### src/rtl/pip_pkg.sv
`timescale 1ns / 1ps
// ----------------------------------------------------------------------------
// pip_pkg
// Shared types and step codes for the point-in-polygon parity unit.
// ----------------------------------------------------------------------------
package pip_pkg;

  // Multiply steps of one edge test. Even steps load the accumulator,
  // odd steps subtract and store one determinant (X, then Y, then Z).
  localparam logic [2:0] STEP_DQX_EY = 3'd0;
  localparam logic [2:0] STEP_DQY_EX = 3'd1;
  localparam logic [2:0] STEP_FY_DQX = 3'd2;
  localparam logic [2:0] STEP_FX_DQY = 3'd3;
  localparam logic [2:0] STEP_FX_EY  = 3'd4;
  localparam logic [2:0] STEP_FY_EX  = 3'd5;

  typedef struct packed {
    logic       capture;  // take the input beat
    logic       setup;    // form the edge differences
    logic       close;    // edge runs from the last vertex back to the start
    logic       mul_en;
    logic [2:0] mul_sel;
    logic       acc_en;
    logic [2:0] acc_sel;
    logic       eval;     // fold the hit test into the parity
    logic       emit;     // load the result beat
  } pip_cmd_t;

  typedef struct packed {
    logic first;
    logic last;
    logic out_busy;
  } pip_status_t;

endpackage

### src/rtl/pip_ctrl.sv
`timescale 1ns / 1ps
// ----------------------------------------------------------------------------
// pip_ctrl
// Sequencer for the point-in-polygon unit: runs the edge tests of each
// vertex beat through the shared multiplier and hands out the result.
// ----------------------------------------------------------------------------
module pip_ctrl (
  input  logic                 clk,
  input  logic                 rst,
  input  logic                 s_tvalid,
  output logic                 ready,
  output pip_pkg::pip_cmd_t    cmd,
  input  pip_pkg::pip_status_t status
);
  import pip_pkg::*;

  localparam logic [2:0] ST_IDLE  = 3'd0;
  localparam logic [2:0] ST_ROUTE = 3'd1;
  localparam logic [2:0] ST_SETUP = 3'd2;
  localparam logic [2:0] ST_MUL   = 3'd3;
  localparam logic [2:0] ST_DRAIN = 3'd4;
  localparam logic [2:0] ST_EVAL  = 3'd5;
  localparam logic [2:0] ST_EMIT  = 3'd6;

  logic [2:0] state, state_next;
  logic [2:0] step, step_next;
  logic       close, close_next;

  always_ff @(posedge clk) begin
    if (rst) begin
      state <= ST_IDLE;
      step  <= '0;
      close <= 1'b0;
    end else begin
      state <= state_next;
      step  <= step_next;
      close <= close_next;
    end
  end

  assign ready = (state == ST_IDLE);

  always_comb begin
    state_next  = state;
    step_next   = step;
    close_next  = close;
    cmd         = '0;
    cmd.close   = close;
    cmd.mul_sel = step;
    cmd.acc_sel = step - 3'd1;
    unique case (state)
      ST_IDLE: begin
        cmd.capture = s_tvalid;
        if (s_tvalid) state_next = ST_ROUTE;
      end
      ST_ROUTE: begin
        if (!status.first) begin
          close_next = 1'b0;
          state_next = ST_SETUP;
        end else if (status.last) begin
          close_next = 1'b1;
          state_next = ST_SETUP;
        end else begin
          state_next = ST_IDLE;
        end
      end
      ST_SETUP: begin
        cmd.setup  = 1'b1;
        step_next  = STEP_DQX_EY;
        state_next = ST_MUL;
      end
      ST_MUL: begin
        cmd.mul_en = 1'b1;
        // The product of the previous step is folded in while this one runs.
        cmd.acc_en = (step != STEP_DQX_EY);
        if (step == STEP_FY_EX) begin
          state_next = ST_DRAIN;
        end else begin
          step_next = step + 3'd1;
        end
      end
      ST_DRAIN: begin
        cmd.acc_en  = 1'b1;
        cmd.acc_sel = STEP_FY_EX;
        state_next  = ST_EVAL;
      end
      ST_EVAL: begin
        cmd.eval = 1'b1;
        if (!close && status.last) begin
          close_next = 1'b1;
          state_next = ST_SETUP;
        end else if (status.last) begin
          state_next = ST_EMIT;
        end else begin
          state_next = ST_IDLE;
        end
      end
      ST_EMIT: begin
        if (!status.out_busy) begin
          cmd.emit   = 1'b1;
          state_next = ST_IDLE;
        end
      end
      default: begin
        state_next = ST_IDLE;
      end
    endcase
  end

`ifndef SYNTH
  a_emit_free: assert property (@(posedge clk) disable iff (rst)
    cmd.emit |-> !status.out_busy)
    else $error("result beat loaded over a pending one");

  a_setup_starts_mul: assert property (@(posedge clk) disable iff (rst)
    state == ST_SETUP |=> state == ST_MUL && step == STEP_DQX_EY)
    else $error("edge test did not start at the first step");

  a_eval_after_drain: assert property (@(posedge clk) disable iff (rst)
    state == ST_EVAL |-> $past(state) == ST_DRAIN)
    else $error("hit test evaluated before all determinants were stored");

  a_capture_route: assert property (@(posedge clk) disable iff (rst)
    cmd.capture |=> state == ST_ROUTE)
    else $error("accepted beat not routed");
`endif

endmodule

### src/rtl/pip_dp.sv
`timescale 1ns / 1ps
// ----------------------------------------------------------------------------
// pip_dp
// Datapath for the point-in-polygon unit: vertex registers, edge differences,
// one shared multiplier, determinant accumulator, parity and result register.
// ----------------------------------------------------------------------------
module pip_dp #(
  parameter int COORD_WIDTH = 32,
  parameter int FRAC_BITS   = 16
) (
  input  logic                          clk,
  input  logic                          rst,
  input  pip_pkg::pip_cmd_t             cmd,
  output pip_pkg::pip_status_t          status,
  input  logic signed [COORD_WIDTH-1:0] query_x,
  input  logic signed [COORD_WIDTH-1:0] query_y,
  input  logic signed [COORD_WIDTH-1:0] vertex_x,
  input  logic signed [COORD_WIDTH-1:0] vertex_y,
  input  logic                          first_vertex,
  input  logic                          last_vertex,
  output logic                          out_valid,
  input  logic                          out_ready,
  output logic                          inside_res
);
  import pip_pkg::*;

  // Differences must hold the far point minus any coordinate.
  localparam int FAR_W = FRAC_BITS + 10;
  localparam int DW    = ((COORD_WIDTH > FAR_W) ? COORD_WIDTH : FAR_W) + 2;
  localparam int PW    = 2 * DW;
  localparam int RW    = PW + 1;
  localparam logic signed [DW-1:0] FAR_PT = -(DW'(1000) << FRAC_BITS);

  logic signed [COORD_WIDTH-1:0] qx, qy, vx, vy;
  logic signed [COORD_WIDTH-1:0] start_x, start_y, prior_x, prior_y;
  logic first_r, last_r;
  logic crossing_parity;

  logic signed [DW-1:0] dqx, dqy, ex, ey, fx, fy;
  logic signed [DW-1:0] cx_e, cy_e, dx_e, dy_e, qx_e, qy_e;
  logic signed [DW-1:0] mul_a, mul_b;
  logic signed [PW-1:0] prod, acc;
  logic signed [RW-1:0] det_x, det_y, det_z, det_new;
  logic hit;

  // Input capture and polygon state.
  always_ff @(posedge clk) begin
    if (rst) begin
      start_x         <= '0;
      start_y         <= '0;
      prior_x         <= '0;
      prior_y         <= '0;
      crossing_parity <= 1'b0;
      first_r         <= 1'b0;
      last_r          <= 1'b0;
    end else begin
      if (cmd.capture) begin
        first_r <= first_vertex;
        last_r  <= last_vertex;
        if (first_vertex) begin
          start_x         <= vertex_x;
          start_y         <= vertex_y;
          prior_x         <= vertex_x;
          prior_y         <= vertex_y;
          crossing_parity <= 1'b0;
        end
      end
      // The open edge reads the old prior vertex in this cycle.
      if (cmd.setup && !cmd.close) begin
        prior_x <= vx;
        prior_y <= vy;
      end
      if (cmd.eval && hit) crossing_parity <= !crossing_parity;
    end
  end

  always_ff @(posedge clk) begin
    if (cmd.capture) begin
      qx <= query_x;
      qy <= query_y;
      vx <= vertex_x;
      vy <= vertex_y;
    end
  end

  assign status.first = first_r;
  assign status.last  = last_r;

  // Edge C->D: the open edge runs prior->vertex, the closing edge vertex->start.
  assign cx_e = cmd.close ? DW'(vx) : DW'(prior_x);
  assign cy_e = cmd.close ? DW'(vy) : DW'(prior_y);
  assign dx_e = cmd.close ? DW'(start_x) : DW'(vx);
  assign dy_e = cmd.close ? DW'(start_y) : DW'(vy);
  assign qx_e = DW'(qx);
  assign qy_e = DW'(qy);

  always_ff @(posedge clk) begin
    if (cmd.setup) begin
      dqx <= cx_e - qx_e;
      dqy <= cy_e - qy_e;
      ex  <= dx_e - cx_e;
      ey  <= dy_e - cy_e;
      fx  <= FAR_PT - qx_e;
      fy  <= FAR_PT - qy_e;
    end
  end

  // X = dq x e, Y = dq x f (equal to f x (Q - C)), Z = f x e.
  always_comb begin
    case (cmd.mul_sel)
      STEP_DQX_EY: begin mul_a = dqx; mul_b = ey; end
      STEP_DQY_EX: begin mul_a = dqy; mul_b = ex; end
      STEP_FY_DQX: begin mul_a = fy;  mul_b = dqx; end
      STEP_FX_DQY: begin mul_a = fx;  mul_b = dqy; end
      STEP_FX_EY:  begin mul_a = fx;  mul_b = ey; end
      STEP_FY_EX:  begin mul_a = fy;  mul_b = ex; end
      default:     begin mul_a = '0;  mul_b = '0; end
    endcase
  end

  always_ff @(posedge clk) begin
    if (cmd.mul_en) prod <= PW'(mul_a) * PW'(mul_b);
  end

  assign det_new = RW'(acc) - RW'(prod);

  always_ff @(posedge clk) begin
    if (cmd.acc_en) begin
      case (cmd.acc_sel) inside
        STEP_DQX_EY, STEP_FY_DQX, STEP_FX_EY: acc <= prod;
        STEP_DQY_EX: det_x <= det_new;
        STEP_FX_DQY: det_y <= det_new;
        STEP_FY_EX:  det_z <= det_new;
        default: ;
      endcase
    end
  end

  // A hit needs Z nonzero and both X and Y in the closed range from 0 to Z.
  always_comb begin
    if (det_z == '0) begin
      hit = 1'b0;
    end else if (!det_z[RW-1]) begin
      hit = !det_x[RW-1] && (det_x <= det_z) && !det_y[RW-1] && (det_y <= det_z);
    end else begin
      hit = (det_x <= RW'(0)) && (det_x >= det_z) && (det_y <= RW'(0)) && (det_y >= det_z);
    end
  end

  // Result register: holds one beat while the next item is worked on.
  always_ff @(posedge clk) begin
    if (rst) begin
      out_valid <= 1'b0;
    end else if (cmd.emit) begin
      out_valid <= 1'b1;
    end else if (out_ready) begin
      out_valid <= 1'b0;
    end
  end

  always_ff @(posedge clk) begin
    if (cmd.emit) inside_res <= crossing_parity;
  end

  assign status.out_busy = out_valid && !out_ready;

endmodule

### src/rtl/point_in_polygon_parity_unit.sv
`timescale 1ns / 1ps
// Edge tests per beat: one for a vertex that is neither first nor last, none for a first
// vertex, two for a last vertex (one if it is also the first).
// m_tvalid rises once the edge tests of a last vertex are done and no result waits.
// Each edge test runs on the single shared multiplier: setup, six products, drain
// and evaluate. One beat is worked on at a time.
// Reset (synchronous, rst high) clears the polygon state, parity and control.
// ----------------------------------------------------------------------------
// point_in_polygon_parity_unit
// Even-odd point-in-polygon test over a stream of polygon vertices.
// ----------------------------------------------------------------------------
module point_in_polygon_parity_unit #(
  parameter int COORD_WIDTH = 32,
  parameter int FRAC_BITS   = 16
) (
  input  logic                                clk,
  input  logic                                rst,
  input  logic                                s_tvalid,
  output logic                                s_tready,
  // query_x, query_y, vertex_x, vertex_y (lowest bits first)
  input  logic [((4*COORD_WIDTH+7)/8)*8-1:0] s_tdata,
  input  logic [0:0]                          s_tuser,  // first_vertex
  input  logic                                s_tlast,  // last_vertex
  output logic                                m_tvalid,
  input  logic                                m_tready,
  output logic [7:0]                          m_tdata   // inside_res
);
  import pip_pkg::*;

  pip_cmd_t    cmd;
  pip_status_t status;
  logic        inside_flag;

  pip_ctrl u_ctrl (
    .clk      (clk),
    .rst      (rst),
    .s_tvalid (s_tvalid),
    .ready    (s_tready),
    .cmd      (cmd),
    .status   (status)
  );

  pip_dp #(
    .COORD_WIDTH (COORD_WIDTH),
    .FRAC_BITS   (FRAC_BITS)
  ) u_dp (
    .clk          (clk),
    .rst          (rst),
    .cmd          (cmd),
    .status       (status),
    .query_x      ($signed(s_tdata[COORD_WIDTH-1:0])),
    .query_y      ($signed(s_tdata[2*COORD_WIDTH-1:COORD_WIDTH])),
    .vertex_x     ($signed(s_tdata[3*COORD_WIDTH-1:2*COORD_WIDTH])),
    .vertex_y     ($signed(s_tdata[4*COORD_WIDTH-1:3*COORD_WIDTH])),
    .first_vertex (s_tuser[0]),
    .last_vertex  (s_tlast),
    .out_valid    (m_tvalid),
    .out_ready    (m_tready),
    .inside_res   (inside_flag)
  );

  assign m_tdata = {7'b0, inside_flag};

endmodule
### config.mk
export PLATFORM = sky130hd
export DESIGN_NAME = point_in_polygon_parity_unit
export DESIGN_NICKNAME = d
export VERILOG_FILES = /design/src/rtl/pip_pkg.sv /design/src/rtl/pip_ctrl.sv /design/src/rtl/pip_dp.sv /design/src/rtl/point_in_polygon_parity_unit.sv
export SDC_FILE = /design/constraint.sdc
export NUM_CORES = 2
export LEC_CHECK = 0
export ABC_AREA = 1
export ABC_CLOCK_PERIOD_IN_PS = 9950
export CAP_MARGIN = 0
export CORE_UTILIZATION = 35
export CTS_CLUSTER_SIZE = 10
export DETAILED_ROUTE_END_ITERATION = 16
export DONT_BUFFER_PORTS = 1
export HOLD_SLACK_MARGIN = 0.1
export PLACE_DENSITY = 0.5
export SETUP_SLACK_MARGIN = 0.4
export SKIP_LAST_GASP = 1
export SYNTH_ARGS = -nofsm -noshare
export SYNTH_HDL_FRONTEND = slang
export SYNTH_SLANG_ARGS = --single-unit
### constraint.sdc
create_clock -name clk -period 9.95 [get_ports clk]
set_input_delay 0.995 -clock clk [delete_from_list [all_inputs] [get_ports clk]]
set_output_delay 0.995 -clock clk [all_outputs]
set_load 0.005 [all_outputs]
==> qor.txt <==
Via Count = 68.1k
largest net degree at the start of global routing = 126
skew final = 90.5 ps
worst-path fanout max = 16
Place WS = 274 ps
area grow syn2layout = 9.81%
status = complete, no violations
startpoint types = flop
slowest CP cell = fa_1
Yosys Warn Count = 0
die span in x = 501 um
fin worst setup slack = 706 ps
post-synthesis async set-or-reset flop share = 0%
DRT iter0 DRCs = 5,377
setup TNS = 0 ps
placer congestion estimate = 0.980
DRC errors left = 0
root buffer cell = clkbuf_16
Fin. Hold Viols = 0
Worst-path clk slew = 60 ps
worst setup path end = u_dp.prod[56]$_DFFE_PP_
Hold-fix buffers, CTS = 0
commonest non-fill, non-tap cells in the layout = inv_1 (2,121), nand2_1 (1,638), fa_1 (1,242), nor2_1 (1,102), edfxtp_1 (674)
critical path data required time = 10,470 ps
number of synthesized register bits = 813
Relative slew margins = 24.8%
Util after Layout = 38.8%
Most used DFF post-synth = edfxtp_1
worst-margin pin slew = 1130 ps
Syn Std Cell Area = 0.0870 sq mm
fin crit period = 9240 ps
Crit path arrival time = 9760 ps
CTS tree = done
Tot GR Track Use = 24.7%
PortBufs = 0
core area = 0.246 sq mm
worst setup path start = u_ctrl.step[1]$_SDFFE_PP0P_
Worst Setup End Kind = flop
remaining antenna violation count = 0
via count of the first global-routing pass = 71.6k
crit path kind = flop to flop
max-slew violations = 0
initial antenna violation count = 13
unrepaired setup endpoints after global routing = true
H-tree depth = 3
cell count after synthesis = 9,868
period utilization = 92.9%
share of layout cells above drive strength 1 = 5.37%
total CTS buffers = 99
hold crit path type = primary input to flop
global-route wire length before repair = 458,000 um
Worst R2R Path Depth = 37
mean number of vias per cell = 5.12
nets = 11.8k
max incr delay on CP = 620 ps
worst skew pair latency = 810 ps
initial core utilization = 35.3%
routed len/inst = 22.9 um
Max Freq = 0.108 GHz
register area share after synthesis = 26.5%
Die ar. = 0.251 sq mm
Post-synth EDFFs = 674
Routed Wire Length = 305,000 um
I/O pins = 144
drt pass-1 iters = 8
max-cap violations = 0
most common cell after layout, fill and taps aside = inv_1
CTS Sinks = 813
Syn Area/Cell = 8.81 sq um
FF-to-FF End = u_dp.prod[56]$_DFFE_PP_
GR Overflow Total = 0
reg2reg setup slack = 710 ps
post-DP HPWL = 253,000 um
Clock Tree Buf Depth = 3
FP Rows = 182
Final setup viols = 0
Netlist cell types = 63
reg-to-reg startpoint = u_ctrl.step[1]$_SDFFE_PP0P_
Vert. Die Dim = 501 um
routing by layer:
| metal | wire length (um) | vias to the layer above | global-route usage, % |
|---|---|---|---|
| li1 | - | 30680 | - |
| met1 | 130000 | 34604 | 32.6 |
| met2 | 139000 | 2317 | 39.9 |
| met3 | 20200 | 532 | 3.67 |
| met4 | 15800 | 6 | 11.2 |
| met5 | 35 | - | 0 |
layout make-up:
| type | instances | area [sq um] |
|---|---|---|
| diodes | 3 | 7.51 |
| multi-input cells | 6581 | 55000 |
| repair buffers | 248 | 2050 |
| clock buffers | 149 | 2750 |
| well taps | 3312 | 4140 |
| flip-flops and latches | 813 | 23000 |
| clock inverters | 22 | 317 |
| inverters | 2170 | 8250 |
| fillers | 25321 | 151000 |
flip-flops by register name, indices dropped and copies added (netlist names), 33 cells and up:
name	count
u_dp.ex	34
u_dp.dqx	34
u_dp.dqy	34
u_dp.ey	34
u_dp.det_z	69
u_dp.det_x	69
u_dp.det_y	69
u_dp.fx	33
u_dp.acc	68
u_dp.prod	68
u_dp.fy	33
cell families after synthesis:
| logic type | after synthesis | share of synthesized area, % |
|---|---|---|
| AO/OA/AOI/OAI | 1174 | 7.53 |
| adder cells (fa/ha/maj) | 1792 | 36.5 |
| AND/OR/NAND/NOR | 3292 | 15.5 |
| other | 1 | 0.00431 |
| flip-flops | 813 | 26.5 |
| XOR/XNOR | 316 | 3.18 |
| buffers and inverters | 2480 | 10.8 |
cell usage after synthesis, types with 15 or more instances:
| library cell | count | area, sq um |
|---|---|---|
| o21a_1 | 28 | 210 |
| xnor2_1 | 95 | 832 |
| o211ai_1 | 23 | 173 |
| nand3_1 | 232 | 1160 |
| a21oi_1 | 508 | 2540 |
| inv_1 | 2154 | 8090 |
| nand2_1 | 1642 | 6160 |
| fa_1 | 1246 | 24900 |
| o21ai_0 | 388 | 1940 |
| nand4_1 | 49 | 307 |
| dfxtp_1 | 139 | 2780 |
| o21ai_1 | 22 | 110 |
| edfxtp_1 | 674 | 20200 |
| nor3_1 | 51 | 255 |
| nor4_1 | 88 | 551 |
| ha_1 | 546 | 6830 |
| a22o_1 | 32 | 280 |
| a31oi_1 | 75 | 469 |
| xor2_1 | 221 | 1940 |
| nand3b_1 | 66 | 495 |
| buf_2 | 22 | 110 |
| nor2_1 | 1125 | 4220 |
| clkbuf_1 | 272 | 1020 |
| a21o_1 | 15 | 113 |
worst max-delay path: cells and delay by family (launching register included):
kind	cells	cell delay, ps
xor gates and xnor gates	1	60
DFF	1	430
adders and majority gates	10	4880
and+or+nand+nor	14	1950
buffers and inverters	10	1330
AOI/OAI and AO/OA	2	320
what timing repair did:
item	CTS	global route
gates resized for setup	3	104
setup buffers	0	24
pin swaps	0	5
endpoints found under the setup margin	4	37
through the flow:
stage | hold WS (ps) | area [sq um] | std cells
after floorplan | 426 | 87000 | 9874
after global placement | 438 | 91900 | 13100
after detailed placement | 437 | 91900 | 13100
after CTS | 222 | 94900 | 13271
after global routing | 257 | 95500 | 13297
final | 298 | 95500 | 13298
worst min path at each step:
stage                                       start                     end  slack [ps]  cells past startpoint
after floorplan           u_dp.prod[10]$_DFFE_PP_  u_dp.acc[10]$_DFFE_PP_         430                      0
after global placement    u_dp.prod[51]$_DFFE_PP_  u_dp.acc[51]$_DFFE_PP_         440                      0
after detailed placement  u_dp.prod[24]$_DFFE_PP_  u_dp.acc[24]$_DFFE_PP_         440                      0
after CTS                             s_tdata[82]   u_dp.vx[18]$_DFFE_PP_         220                      0
after global routing                  s_tdata[82]   u_dp.vx[18]$_DFFE_PP_         260                      0
final                                 s_tdata[82]   u_dp.vx[18]$_DFFE_PP_         300                      0
Power is not shown: default switching activity piles up to over one toggle a cycle in this logic, so the estimate is an artifact.
